===== src/fbalc_pkg.sv =====
// Shared widths, codes and control types of the first-fit bucket allocator.
`timescale 1ns / 1ps

package fbalc_pkg;

	localparam int BUCKET_CNT_DEF = 64;

	localparam int CFG_W    = 13;
	localparam int SIZE_W   = 19;
	localparam int HANDLE_W = 6;
	localparam int START_W  = 6;
	localparam int OFF_W    = 18;
	// Running byte count of a run: below the request plus one bucket.
	localparam int ACC_W    = 20;

	localparam logic [CFG_W-1:0] BKT_RESET = 13'd64;
	localparam logic [CFG_W-1:0] BKT_MAX   = 13'd4096;

	localparam logic OP_ALLOC = 1'b0;
	localparam logic OP_FREE  = 1'b1;

	// Control from the head unit to every cell of the ring.
	typedef struct packed {
		logic shift;   // rotate the ring by one bucket
		logic commit;  // end of an item: drop all tentative marks
		logic claim;   // with commit: marked cells of the found run become owned
	} fbalc_ctl_t;

endpackage


===== src/fbalc_req_if.sv =====
// Request channel: valid/ready handshake carrying one allocate or free beat.
`timescale 1ns / 1ps

interface fbalc_req_if import fbalc_pkg::*; ();
	logic                valid;
	logic                ready;
	logic                opcode;
	logic [SIZE_W-1:0]   request_size;
	logic [HANDLE_W-1:0] free_handle;

	modport source (output valid, opcode, request_size, free_handle, input ready);
	modport sink (input valid, opcode, request_size, free_handle, output ready);
endinterface


===== src/fbalc_rsp_if.sv =====
// Response channel: valid/ready handshake carrying one result beat.
`timescale 1ns / 1ps

interface fbalc_rsp_if import fbalc_pkg::*; ();
	logic               valid;
	logic               ready;
	logic               ok;
	logic [START_W-1:0] start_bucket;
	logic [OFF_W-1:0]   byte_offset;

	modport source (output valid, ok, start_bucket, byte_offset, input ready);
	modport sink (input valid, ok, start_bucket, byte_offset, output ready);
endinterface


===== src/fbalc_cell.sv =====
// One bucket cell of the rotating ring: owned bit, owner tag and tentative mark.
`timescale 1ns / 1ps

module fbalc_cell import fbalc_pkg::*; #(
	parameter int OWN_W = 6
) (
	input  logic             clk,
	input  logic             arst_n,
	input  fbalc_ctl_t       ctl,
	input  logic [OWN_W-1:0] found_start,
	input  logic             nxt_owned,
	input  logic [OWN_W-1:0] nxt_owner,
	input  logic             nxt_mark,
	output logic             owned,
	output logic [OWN_W-1:0] owner,
	output logic             mark
);

	logic             owned_q;
	logic             mark_q;
	logic [OWN_W-1:0] owner_q;

	always_ff @(posedge clk or negedge arst_n) begin
		if (!arst_n) begin
			owned_q <= 1'b0;
			mark_q  <= 1'b0;
		end else if (ctl.shift) begin
			owned_q <= nxt_owned;
			mark_q  <= nxt_mark;
		end else if (ctl.commit) begin
			// Marks left by abandoned runs carry an older start and are simply dropped.
			if (ctl.claim && mark_q && (owner_q == found_start)) begin
				owned_q <= 1'b1;
			end
			mark_q <= 1'b0;
		end
	end

	always_ff @(posedge clk) begin
		if (ctl.shift) begin
			owner_q <= nxt_owner;
		end
	end

	assign owned = owned_q;
	assign owner = owner_q;
	assign mark  = mark_q;

endmodule


===== src/fbalc_head.sv =====
// Head unit: sequencer, bucket-size register and the scan logic at the ring's head cell.
`timescale 1ns / 1ps

module fbalc_head import fbalc_pkg::*; #(
	parameter int BUCKET_CNT = BUCKET_CNT_DEF,
	parameter int OWN_W = $clog2(BUCKET_CNT)
) (
	input  logic             clk,
	input  logic             arst_n,
	input  logic             cfg_we,
	input  logic [CFG_W-1:0] cfg_wdata,
	fbalc_req_if.sink        req,
	fbalc_rsp_if.source      rsp,
	input  logic             cur_owned,
	input  logic [OWN_W-1:0] cur_owner,
	input  logic             cur_mark,
	output logic             tail_owned,
	output logic [OWN_W-1:0] tail_owner,
	output logic             tail_mark,
	output fbalc_ctl_t       ctl,
	output logic [OWN_W-1:0] found_start
);

	localparam int CMP_W = (OWN_W > HANDLE_W) ? OWN_W : HANDLE_W;
	localparam logic [OWN_W-1:0] LAST_IDX = OWN_W'(BUCKET_CNT - 1);

	localparam logic [1:0] ST_IDLE = 2'd0;
	localparam logic [1:0] ST_SCAN = 2'd1;
	localparam logic [1:0] ST_DONE = 2'd2;

	logic [1:0]          state_q;
	logic [CFG_W-1:0]    bkt_q;
	logic                op_q;
	logic [SIZE_W-1:0]   size_q;
	logic [HANDLE_W-1:0] handle_q;
	logic [OWN_W-1:0]    idx_q;
	logic [OFF_W-1:0]    pos_q;
	logic [ACC_W-1:0]    acc_q;
	logic                run_act_q;
	logic [OWN_W-1:0]    run_start_q;
	logic [OFF_W-1:0]    run_off_q;
	logic                found_q;
	logic [OWN_W-1:0]    found_start_q;
	logic [OFF_W-1:0]    found_off_q;
	logic                freed_q;
	logic                rsp_valid_q;
	logic                rsp_ok_q;
	logic [START_W-1:0]  rsp_start_q;
	logic [OFF_W-1:0]    rsp_off_q;

	logic [CFG_W-1:0] bsz;
	logic [ACC_W-1:0] acc_n;
	logic [OWN_W-1:0] new_start;
	logic [OFF_W-1:0] new_off;
	logic             scan_alloc;
	logic             take;
	logic             hit;
	logic             free_hit;
	logic             accept;
	logic             fire;

	assign bsz        = (bkt_q > BKT_MAX) ? BKT_MAX : bkt_q;
	assign acc_n      = acc_q + ACC_W'(bsz);
	assign new_start  = run_act_q ? run_start_q : idx_q;
	assign new_off    = run_act_q ? run_off_q : pos_q;
	assign scan_alloc = (op_q == OP_ALLOC) && !found_q && (size_q != '0);
	assign take       = scan_alloc && !cur_owned;
	assign hit        = take && (acc_n >= ACC_W'(size_q));
	assign free_hit   = (op_q == OP_FREE) && cur_owned
		&& (CMP_W'(cur_owner) == CMP_W'(handle_q));

	assign accept = req.valid && req.ready;
	assign fire   = (state_q == ST_DONE) && (!rsp_valid_q || rsp.ready);

	// The head cell goes round to the tail, altered where this item touches it.
	always_comb begin
		tail_owned = cur_owned;
		tail_owner = cur_owner;
		tail_mark  = cur_mark;
		if (take) begin
			tail_mark  = 1'b1;
			tail_owner = new_start;
		end else if (free_hit) begin
			tail_owned = 1'b0;
			tail_owner = '0;
		end
	end

	assign ctl.shift    = (state_q == ST_SCAN);
	assign ctl.commit   = fire;
	assign ctl.claim    = fire && found_q;
	assign found_start  = found_start_q;

	assign req.ready        = (state_q == ST_IDLE);
	assign rsp.valid        = rsp_valid_q;
	assign rsp.ok           = rsp_ok_q;
	assign rsp.start_bucket = rsp_start_q;
	assign rsp.byte_offset  = rsp_off_q;

	always_ff @(posedge clk or negedge arst_n) begin
		if (!arst_n) begin
			bkt_q <= BKT_RESET;
		end else if (cfg_we) begin
			bkt_q <= cfg_wdata;
		end
	end

	always_ff @(posedge clk or negedge arst_n) begin
		if (!arst_n) begin
			state_q     <= ST_IDLE;
			found_q     <= 1'b0;
			freed_q     <= 1'b0;
			run_act_q   <= 1'b0;
			rsp_valid_q <= 1'b0;
		end else begin
			// A new beat may replace the one taken at this same edge.
			if (fire) begin
				rsp_valid_q <= 1'b1;
			end else if (rsp.ready) begin
				rsp_valid_q <= 1'b0;
			end
			case (state_q)
				ST_IDLE: begin
					if (accept) begin
						found_q   <= 1'b0;
						freed_q   <= 1'b0;
						run_act_q <= 1'b0;
						state_q   <= ST_SCAN;
					end
				end
				ST_SCAN: begin
					if (scan_alloc) begin
						run_act_q <= !cur_owned;
					end
					if (hit) begin
						found_q <= 1'b1;
					end
					if (free_hit) begin
						freed_q <= 1'b1;
					end
					if (idx_q == LAST_IDX) begin
						state_q <= ST_DONE;
					end
				end
				ST_DONE: begin
					if (fire) begin
						state_q <= ST_IDLE;
					end
				end
				default: begin
					state_q <= ST_IDLE;
				end
			endcase
		end
	end

	always_ff @(posedge clk) begin
		if (accept) begin
			op_q     <= req.opcode;
			size_q   <= req.request_size;
			handle_q <= req.free_handle;
			idx_q    <= '0;
			pos_q    <= '0;
			acc_q    <= '0;
		end else if (state_q == ST_SCAN) begin
			idx_q <= idx_q + OWN_W'(1);
			pos_q <= pos_q + OFF_W'(bsz);
			if (scan_alloc) begin
				acc_q <= cur_owned ? '0 : acc_n;
			end
			if (take) begin
				run_start_q <= new_start;
				run_off_q   <= new_off;
			end
			if (hit) begin
				found_start_q <= new_start;
				found_off_q   <= new_off;
			end
		end
		if (fire) begin
			if (op_q == OP_FREE) begin
				rsp_ok_q    <= freed_q;
				rsp_start_q <= '0;
				rsp_off_q   <= '0;
			end else begin
				rsp_ok_q    <= found_q;
				rsp_start_q <= found_q ? START_W'(found_start_q) : '0;
				rsp_off_q   <= found_q ? found_off_q : '0;
			end
		end
	end

endmodule


===== src/first_fit_bucket_allocator.sv =====
// Top level of the first-fit bucket allocator: ring of bucket cells and its head unit.
//
//   channel  | dir | handshake       | beat contents
//   ---------+-----+-----------------+--------------------------------------------
//   req      | in  | valid / ready   | opcode, request_size, free_handle
//   rsp      | out | valid / ready   | ok, start_bucket, byte_offset
//   cfg      | in  | cfg_we          | cfg_wdata = bucket_bytes
//
// Each request is accepted, then the ring rotates once past the head cell, bucket by
// bucket, and the item commits; a new request is taken only after the last has committed.
// Reset empties the pool at once and sets the bucket size to 64 bytes.
// A result waiting on rsp only holds the commit cycle of the next request.
`timescale 1ns / 1ps

module first_fit_bucket_allocator import fbalc_pkg::*; #(
	parameter int BUCKET_CNT = BUCKET_CNT_DEF
) (
	input  logic             clk,
	input  logic             arst_n,
	input  logic             cfg_we,
	input  logic [CFG_W-1:0] cfg_wdata,
	fbalc_req_if.sink        req,
	fbalc_rsp_if.source      rsp
);

	localparam int OWN_W = $clog2(BUCKET_CNT);

	fbalc_ctl_t       ctl;
	logic [OWN_W-1:0] found_start;
	logic             tail_owned;
	logic [OWN_W-1:0] tail_owner;
	logic             tail_mark;
	logic             owned_w [BUCKET_CNT];
	logic [OWN_W-1:0] owner_w [BUCKET_CNT];
	logic             mark_w  [BUCKET_CNT];

	fbalc_head #(
		.BUCKET_CNT(BUCKET_CNT),
		.OWN_W(OWN_W)
	) u_head (
		.clk(clk),
		.arst_n(arst_n),
		.cfg_we(cfg_we),
		.cfg_wdata(cfg_wdata),
		.req(req),
		.rsp(rsp),
		.cur_owned(owned_w[0]),
		.cur_owner(owner_w[0]),
		.cur_mark(mark_w[0]),
		.tail_owned(tail_owned),
		.tail_owner(tail_owner),
		.tail_mark(tail_mark),
		.ctl(ctl),
		.found_start(found_start)
	);

	// Cell k takes from cell k+1 on every shift; the last cell takes the head's output.
	for (genvar k = 0; k < BUCKET_CNT; k++) begin : g_cell
		if (k == BUCKET_CNT - 1) begin : g_tail
			fbalc_cell #(.OWN_W(OWN_W)) u_cell (
				.clk(clk),
				.arst_n(arst_n),
				.ctl(ctl),
				.found_start(found_start),
				.nxt_owned(tail_owned),
				.nxt_owner(tail_owner),
				.nxt_mark(tail_mark),
				.owned(owned_w[k]),
				.owner(owner_w[k]),
				.mark(mark_w[k])
			);
		end else begin : g_body
			fbalc_cell #(.OWN_W(OWN_W)) u_cell (
				.clk(clk),
				.arst_n(arst_n),
				.ctl(ctl),
				.found_start(found_start),
				.nxt_owned(owned_w[k+1]),
				.nxt_owner(owner_w[k+1]),
				.nxt_mark(mark_w[k+1]),
				.owned(owned_w[k]),
				.owner(owner_w[k]),
				.mark(mark_w[k])
			);
		end
	end

endmodule


===== src/flat_wrapper.sv =====
// flat-port wrapper written by rule: the top's interface ports become plain ports
module first_fit_bucket_allocator_flat import fbalc_pkg::*;
#(
	parameter int BUCKET_CNT = BUCKET_CNT_DEF
)
  (clk, arst_n, cfg_we, cfg_wdata, req_valid, req_opcode, req_request_size, req_free_handle, req_ready, rsp_valid, rsp_ok, rsp_start_bucket, rsp_byte_offset, rsp_ready);
  fbalc_req_if req_i ();
  fbalc_rsp_if rsp_i ();
  input  logic clk;
  input  logic arst_n;
  input  logic cfg_we;
  input  logic [CFG_W-1:0] cfg_wdata;
  input wire logic [$bits(req_i.valid)-1:0] req_valid;
  input wire logic [$bits(req_i.opcode)-1:0] req_opcode;
  input wire logic [$bits(req_i.request_size)-1:0] req_request_size;
  input wire logic [$bits(req_i.free_handle)-1:0] req_free_handle;
  output wire logic [$bits(req_i.ready)-1:0] req_ready;
  output wire logic [$bits(rsp_i.valid)-1:0] rsp_valid;
  output wire logic [$bits(rsp_i.ok)-1:0] rsp_ok;
  output wire logic [$bits(rsp_i.start_bucket)-1:0] rsp_start_bucket;
  output wire logic [$bits(rsp_i.byte_offset)-1:0] rsp_byte_offset;
  input wire logic [$bits(rsp_i.ready)-1:0] rsp_ready;
  assign req_i.valid = req_valid;
  assign req_i.opcode = req_opcode;
  assign req_i.request_size = req_request_size;
  assign req_i.free_handle = req_free_handle;
  assign req_ready = req_i.ready;
  assign rsp_valid = rsp_i.valid;
  assign rsp_ok = rsp_i.ok;
  assign rsp_start_bucket = rsp_i.start_bucket;
  assign rsp_byte_offset = rsp_i.byte_offset;
  assign rsp_i.ready = rsp_ready;
  first_fit_bucket_allocator #(.BUCKET_CNT(BUCKET_CNT)) u_core (.clk(clk), .arst_n(arst_n), .cfg_we(cfg_we), .cfg_wdata(cfg_wdata), .req(req_i), .rsp(rsp_i));
endmodule

===== config.mk =====
export PLATFORM = sky130hd
export DESIGN_NAME = first_fit_bucket_allocator_flat
export DESIGN_NICKNAME = d
export VERILOG_FILES = /design/src/fbalc_pkg.sv /design/src/fbalc_req_if.sv /design/src/fbalc_rsp_if.sv /design/src/fbalc_cell.sv /design/src/fbalc_head.sv /design/src/first_fit_bucket_allocator.sv /design/src/flat_wrapper.sv
export SDC_FILE = /design/constraint.sdc
export NUM_CORES = 1
export LEC_CHECK = 0
export BUFFER_PORTS_ARGS = -buffer_cell sky130_fd_sc_hd__buf_2
export CAP_MARGIN = 20
export CORE_ASPECT_RATIO = 1.75
export CORE_MARGIN = 2
export CORE_UTILIZATION = 60
export CTS_BUF_LIST = sky130_fd_sc_hd__clkbuf_2 sky130_fd_sc_hd__clkbuf_4 sky130_fd_sc_hd__clkbuf_8
export DETAILED_ROUTE_END_ITERATION = 7
export PLACE_DENSITY = 0.77
export SYNTH_ARGS = -nofsm -noshare
export SYNTH_HDL_FRONTEND = slang
export SYNTH_HIERARCHICAL = 1
export SYNTH_SLANG_ARGS = --single-unit

===== constraint.sdc =====
create_clock -name clk -period 20.9 [get_ports clk]
set_input_delay 2.09 -clock clk [delete_from_list [all_inputs] [get_ports clk]]
set_output_delay 2.09 -clock clk [all_outputs]
set_load 0.01 [all_outputs]

==> flow_summary_export.csv, run 1 <==
group,metric,value,unit
timing,period_share,0.250,
placement,port-buffer-count,70,
cells_and_area,fin_util,0.676,
worst_hold_path,hold_path_end,"u_core/g_cell[36].g_body.u_cell/owner[2]$_DFFE_PP_",
worst_setup_path,crit_arrival,5.57,ns
global_route,grt_pass1_vias,18127,
clock_network,cts_tree,"built",
timing,rsz0062_at_grt,"false",
worst_setup_path,r2r_slack,15.67,ns
clock_network,cts_root_buf,"clkbuf_8",
pwr,ir_worst_vdd,0.0860,mV
timing,setup_viol,0,
clock_network,ctsHtreeMaxLevel,3,
timing,tightest_slew,1.13,ns
logic_synthesis,synth_area_leaders,"edfxtp_1, dfrtp_1, xnor2_1",
clock_network,clock_latency,0.69,ns
drt,vias,17315,
logic_synthesis,yosysTopAreaCell,"edfxtp_1",
cells_and_area,area_delta_synth_final,11.2,%
floorplan,std_cell_rows,108,
worst_hold_path,hp-class,"reg2reg",
worst_setup_path,critPathKind,"reg2reg",
clock_network,ctsResizeCount,0,
worst_setup_path,critPathMaxFanout,24,
logic_synthesis,async_flop_share,0.218,
worst_setup_path,startpoint_type,"flip-flop",
logic_synthesis,ys_warn_count,6,
logic_synthesis,synth.top_cell.area_share,0.480,
floorplan,chipWidth,174,um
worst_setup_path,worstRegToRegCells,16,
cells_and_area,drive_gt1_frac,0.196,
timing,max_freq,191,MHz
pwr,p_leak,12.9,nW
timing,slew_viol_final,0,
cells_and_area,layout_common_cells,"edfxtp_1, xnor2_1, dfrtp_1",
logic_synthesis,synth_area_per_cell,14.8,um2
worst_hold_path,hold_depth,0,
drt,ant_nets,0,
global_route,grt_overflow_total,0,
timing,fin_crit,5.23,ns
cells_and_area,final_common_cell,"edfxtp_1",
floorplan,die_height,301,um
logic_synthesis,synth_seq_cells,674,
global_route,grt_start_max_net_pins,224,
clock_network,cts.sinks,674,
worst_setup_path,worst_r2r_startpoint,"u_core/u_head/bkt_q[12]$_DFFE_PN0P_",
clock_network,cts_hold_buffers,0,
clock_network,clk_pin_slew,0.07,ns
cells_and_area,fin_nets,2306,
timing,hold_viol_final,0,
drt,drtIter0Drc,1226,
pwr,power.density,93.9,nW/um2
status,status,"finished clean",
logic_synthesis,synthFlopType,"edfxtp_1",
drt,viasPerCell,5.85,
global_route,grt_pass1_wl,96500,um
worst_setup_path,worstPathRequired,21.23,ns
flow_run,drv_cap,0,
worst_setup_path,endpoint_kind,"flip-flop",
global_route,grt_usage,0.235,
clock_network,post-cts-setup-buffer-count,0,
clock_network,cts_buffer_depth,3,
floorplan,core,49700,um2
logic_synthesis,syn_nets,2132,
timing,slew_headroom,0.250,
floorplan,start_util,0.608,
drt,wl,60500,um
timing,skew,0.0395,ns
floorplan,die_area,52300,um2
floorplan,pin_count,71,
worst_setup_path,rr_endpoint,"u_core/u_head/found_off_q[9]$_DFFE_PP_",
drt,drc,0,
drt,drtPass1Iterations,5,
clock_network,numCtsBuffers,95,
worst_hold_path,min_from,"u_core/g_cell[37].g_body.u_cell/owner[2]$_DFFE_PP_",
logic_synthesis,synth-edff-count,483,
drt,wl_per_cell,20.5,um
logic_synthesis,synthCells,2044,
logic_synthesis,seq_area_frac_synth,0.630,
logic_synthesis,synthesis.area,30200,um2
placement,dp.final_hpwl,37700,um
global_route,antenna_found_initial,1,
timing,tns,0,ns
placement,gp_congestion,0.916,
logic_synthesis,yosysUniqueCellTypes,79,
==> layout make-up <==
cell class              instances  area, um2
diodes                          1       2.50
clock buffers                 136       1680
clock inverters                40        285
fillers                      3576      16100
inverters                      32        128
multi-input cells            1314      11000
flip-flops and latches        674      19100
well taps                     660        826
repair buffers                101        702
==> flip-flops by register name (all words and copies together), names as in the netlist, 13 cells and up <==
signal	cells
u_core/u_head/acc_q	20
u_core/u_head/bkt_q	13
u_core/u_head/rsp.byte_offset	18
u_core/g_cell.g_body.u_cell/mark	63
u_core/g_cell.g_body.u_cell/owner	378
u_core/u_head/pos_q	18
u_core/g_cell.g_body.u_cell/owned	63
u_core/u_head/size_q	19
u_core/u_head/found_off_q	18
u_core/u_head/run_off_q	18
==> cells in the mapped netlist (4+ instances only) <==
| library cell | instances |
|---|---|
| edfxtp_1 | 483 |
| xnor2_1 | 273 |
| dfrtp_1 | 146 |
| xnor2_2 | 129 |
| nor2_1 | 92 |
| nand3_1 | 86 |
| a22o_1 | 76 |
| nand4_1 | 72 |
| o21ai_1 | 67 |
| mux2i_1 | 66 |
| and4b_1 | 65 |
| nand2_1 | 58 |
| dfxtp_1 | 44 |
| ha_1 | 42 |
| a21oi_1 | 39 |
| mux2_2 | 35 |
| inv_1 | 30 |
| o21ai_0 | 28 |
| and2_1 | 27 |
| a21o_1 | 21 |
| clkbuf_1 | 15 |
| xor2_1 | 14 |
| nor3_1 | 13 |
| nor2b_1 | 12 |
| nand2b_1 | 8 |
| or3_1 | 8 |
| and3_1 | 7 |
| a211oi_1 | 6 |
| o211ai_1 | 6 |
| nor4_1 | 5 |
| o21a_1 | 5 |
| a31oi_1 | 4 |
| buf_1 | 4 |
| o31ai_1 | 4 |
==> how the worst max path moves through the flow <==
stage	cells past startpoint	from	slack, ns	endpoint
detailed placement	16	u_core/u_head/bkt_q[12]$_DFFE_PN0P_	15.84	u_core/u_head/found_off_q[1]$_DFFE_PP_
global route	16	u_core/u_head/bkt_q[12]$_DFFE_PN0P_	15.29	u_core/u_head/found_off_q[12]$_DFFE_PP_
floorplan	5	u_core/u_head/state_q[1]$_DFFE_PN0P_	1.86	u_core/g_cell[0].g_body.u_cell/mark$_DFFE_PN0P_
global placement	16	u_core/u_head/bkt_q[12]$_DFFE_PN0P_	15.93	u_core/u_head/found_off_q[10]$_DFFE_PP_
finish	16	u_core/u_head/bkt_q[12]$_DFFE_PN0P_	15.67	u_core/u_head/found_off_q[9]$_DFFE_PP_
CTS	16	u_core/u_head/bkt_q[12]$_DFFE_PN0P_	15.79	u_core/u_head/found_off_q[12]$_DFFE_PP_
==> kinds of logic after synthesis <==
family	synth area share
xor+xnor	0.153
fa+ha+maj	0.0198
flops	0.630
simple gates	0.0892
mux	0.0349
compound gates	0.0654
buf+inv	0.00774
==> report_power, final <==
group / switching [mW] / leakage [nW] / internal (mW)
Clock: 0.503 / 1.06 / 0.559
Combinational: 0.215 / 5.53 / 0.178
Sequential: 0.105 / 6.26 / 1.60
Total: 0.824 / 12.9 / 2.34
==> routing by layer <==
metal  track usage  up-vias  part of all wire
li1              -     8052                 -
met1         0.271     8690              0.38
met2         0.433      436              0.54
met3        0.0351      137             0.039
met4         0.106        0             0.037
met5             0        -                 0
==> worst max-delay path, stage by stage (launching register included) <==
cell and delay (ns):
dfrtp_1 0.77, inv_1 0.23, nand2_1 0.16, inv_1 0.09
fa_1 0.45, and3_2 0.21, a21oi_1 0.17, o221ai_1 0.27
o21ai_0 0.53, a21oi_1 0.22, xor2_1 0.19, ha_1 0.31
nand4_1 0.12, nor4b_1 0.38, a2111oi_1 0.18, a21oi_2 0.17
buf_4 0.37
==> per-stage QoR <==
step	area, um2	total power, mW	hold slack, ns	cells	setup WS, ns
floorplan	30200	2.13	0.432	2044	1.86
global placement	31500	2.10	0.452	2776	15.93
detailed placement	31500	2.12	0.456	2776	15.84
CTS	33500	3.19	0.434	2952	15.79
global route	33600	3.29	0.454	2958	15.29
finish	33600	3.16	0.435	2958	15.67
(Power assumes the default switching activity.)
==> run 2: changes to the inputs <==
- ABC_AREA: not set -> 1
- clock period: 20.9 -> 4.9 ns (I/O delays scaled with it)
==> run 2 against run 1 <==
Against the previous run: worst setup slack worse by 15 ns; routed wire length is 20% higher; critical endpoint is now u_core/u_head/found_off_q[5]$_DFFE_PP_; count of clock-buffer cells in the layout is 11 higher.
==> flow_summary_export.csv, run 2 <==
group,metric,value,unit
drt,drc,0,
floorplan,start_util,0.604,
cells_and_area,regArea,19100,um2
global_route,antenna_found_initial,2,
logic_synthesis,yosysUniqueCellTypes,48,
worst_setup_path,endpoint_kind,"flip-flop",
drt,drtPass1Iterations,6,
worst_setup_path,critPathMaxFanout,12,
worst_setup_path,cpPeakStageDelay,0.46,ns
logic_synthesis,ys_warn_count,6,
cells_and_area,multi_input_area,11500,um2
cells_and_area,fin_nets,4218,
pwr,p_sw,6.16,mW
worst_setup_path,critPathSlowestCell,"dfrtp_2",
worst_hold_path,hp-class,"in2reg",
cells_and_area,layout_common_cells,"nand2_1, inv_1, edfxtp_1",
global_route,grt_start_max_net_pins,220,
global_route,grt_overflow_total,0,
logic_synthesis,synth-edff-count,483,
cells_and_area,n_fill_cell,4355,
pwr,p_int,12.5,mW
logic_synthesis,synth_area_leaders,"edfxtp_1, nand2_1, dfrtp_1",
worst_setup_path,rr_endpoint,"u_core/u_head/found_off_q[5]$_DFFE_PP_",
clock_network,ctsHtreeMaxLevel,3,
flow_run,drv_cap,0,
drt,drtIter0Drc,1694,
logic_synthesis,synthFlopType,"edfxtp_1",
drt,viasPerCell,5.03,
cells_and_area,fin_util,0.677,
timing,tns,0,ns
global_route,gr-usage-met3,0.0391,
logic_synthesis,async_flop_share,0.218,
logic_synthesis,synth.top_cell.area_share,0.430,
placement,port-buffer-count,70,
worst_hold_path,hold_depth,3,
cells_and_area,final_common_cell,"nand2_1",
pwr,p_clk_frac,0.254,
cells_and_area,fin_cells,4918,
drt,vias,24729,
logic_synthesis,synthesis.area,33700,um2
floorplan,std_cell_rows,115,
worst_setup_path,worstPathRequired,5.31,ns
timing,period_share,0.917,
placement,place_inst,4692,
worst_setup_path,critPathKind,"reg2reg",
worst_setup_path,startpoint_type,"flip-flop",
global_route,met2_usage,0.465,
cells_and_area,drive_gt1_frac,0.105,
timing,fin_hold_ws,0.0515,ns
clock_network,cts.sinks,674,
placement,place_worst_setup_slack,0.432,ns
pwr,power.density,494,nW/um2
worst_hold_path,min_from,"cfg_wdata[10]",
clock_network,cts_tree,"built",
logic_synthesis,seq_area_frac_synth,0.565,
timing,slew_viol_final,0,
global_route,grt_pass1_wl,118000,um
floorplan,die_area,58200,um2
worst_setup_path,crit_top_cell,"nand2_1",
pwr,p_leak,19.4,nW
clock_network,cts_root_buf,"clkbuf_8",
global_route,grt_busiest_layer,"met2",
drt,ant_nets,0,
timing,hold_viol_final,0,
clock_network,post-cts-setup-buffer-count,0,
timing,tightest_slew,1.09,ns
global_route,grt_pass1_vias,24463,
floorplan,die_height,318,um
placement,gp_congestion,0.876,
timing,setup_viol,0,
logic_synthesis,synthCells,3918,
logic_synthesis,yosys-top-cells-count,"nand2_1, inv_1, edfxtp_1",
pwr,ir_worst_vdd,0.340,mV
pwr,switching_share,0.330,
worst_setup_path,crit_arrival,4.91,ns
worst_setup_path,worstRegToRegCells,31,
cells_and_area,largest_reg_flops,378,
pwr,seqPwrFrac,0.525,
logic_synthesis,synth_area_per_cell,8.61,um2
placement,dp.final_hpwl,44700,um
drt,wl_per_cell,14.7,um
logic_synthesis,yosysTopAreaCell,"edfxtp_1",
global_route,grt_use_met1,0.291,
cells_and_area,area_delta_synth_final,12.1,%
logic_synthesis,synth_seq_cells,674,
timing,finalWorstSetupSlack,0.407,ns
timing,fin_crit,4.49,ns
timing,skew,0.0302,ns
worst_hold_path,hold_path_end,"u_core/u_head/bkt_q[10]$_DFFE_PN0P_",
worst_setup_path,r2r_slack,0.41,ns
timing,max_freq,223,MHz
worst_setup_path,worst_r2r_startpoint,"u_core/u_head/bkt_q[3]$_DFFE_PN0P_",
clock_network,clk_pin_slew,0.07,ns
timing,rsz0062_at_grt,"false",
clock_network,cts_buffer_depth,3,
placement,placed_area,35200,um2
floorplan,pin_count,71,
clock_network,clock_latency,0.71,ns
status,status,"finished clean",
global_route,grt_usage,0.254,
drt,wl,72500,um
timing,slew_headroom,0.274,
floorplan,core,55800,um2
logic_synthesis,post-synth-top-count-cell,"nand2_1",
cells_and_area,stdcell_area,37800,um2
clock_network,numCtsBuffers,96,
pwr,pwr-share-comb,0.220,
pwr,p_total,18.7,mW
logic_synthesis,syn_nets,4006,
floorplan,chipWidth,183,um
==> run 2: cell types whose count changed in the layout (fill, tap and decap cells not counted), sizes merged, moves of 20 or more <==
cell | before | now
o21ai | 96 | 58
or2 | 0 | 65
nand2 | 58 | 1238
and2 | 27 | 7
mux2 | 35 | 1
nor2 | 92 | 532
mux2i | 66 | 0
nand3 | 87 | 183
and4b | 65 | 0
inv | 35 | 844
nand4 | 72 | 10
xnor2 | 402 | 71
dlygate4sd3 | 0 | 37
==> run 2: cells by family (layout without fill, tap and decap cells) <==
logic type                 count (synthesis)  after routing  synth area share
AOI/OAI and AO/OA                        198            198            0.0399
muxes                                      1              1          0.000334
buffers and inverters                    860           1156            0.0960
other                                      0              2                 0
xor gates and xnor gates                  84             84            0.0223
adders and majority gates                 44             44            0.0168
DFF                                      674            674             0.565
and+or+nand+nor                         2057           2057             0.259
==> run 2: cell type report <==
class                           count  share of cell area
Sequential cell                   674               0.504
Multi-Input combinational cell   2384               0.304
Inverter                          841              0.0836
Clock buffer                      147              0.0482
Timing Repair Buffer              133              0.0301
Tap cell                          702              0.0232
Clock inverter                     35             0.00626
Antenna cell                        2            0.000132
==> run 2: timing repair <==
item	4_1_cts	5_1_grt
gates resized for setup	0	13
hold buffers	37	0
endpoints found under the hold margin	102	0
setup endpoints to repair	0	24
==> run 2: how the worst max path moves through the flow <==
stage | to | slack (ns) | start | cells past startpoint
global route | u_core/u_head/found_start[4]$_DFFE_PP_ | 0.005 | u_core/u_head/bkt_q[3]$_DFFE_PN0P_ | 31
global placement | u_core/u_head/found_off_q[14]$_DFFE_PP_ | 0.40 | u_core/u_head/bkt_q[6]$_DFFE_PN1P_ | 30
CTS | u_core/u_head/found_off_q[9]$_DFFE_PP_ | 0.38 | u_core/u_head/bkt_q[6]$_DFFE_PN1P_ | 30
floorplan | u_core/g_cell[0].g_body.u_cell/owned$_DFFE_PN0P_ | 0.46 | u_core/u_head/state_q[0]$_DFFE_PN0P_ | 9
finish | u_core/u_head/found_off_q[5]$_DFFE_PP_ | 0.41 | u_core/u_head/bkt_q[3]$_DFFE_PN0P_ | 31
detailed placement | u_core/u_head/found_off_q[10]$_DFFE_PP_ | 0.43 | u_core/u_head/bkt_q[6]$_DFFE_PN1P_ | 30
==> run 2: per-layer routing <==
layer,wire [um],part of all wire
met5,0,0
met4,2630,0.036
met3,2910,0.040
met2,38500,0.53
met1,28500,0.39
==> run 2: worst max-delay path: cells and delay by family, from the launching register on <==
kind,cells,cell delay (ns)
buf+inv,3,0.50
xor+xnor,1,0.15
simple gates,24,2.26
compound gates,1,0.19
fa+ha+maj,2,0.64
flops,1,0.46
==> run 2: power by group through the flow <==
| stage | clock network, mW | logic (mW) | registers (mW) |
|---|---|---|---|
| floorplan | 0 | 3.28 | 9.44 |
| global placement | 0 | 3.92 | 9.84 |
| detailed placement | 0 | 4.05 | 9.89 |
| CTS | 4.86 | 4.10 | 9.81 |
| global route | 5.10 | 4.73 | 10.0 |
| finish | 4.75 | 4.11 | 9.82 |
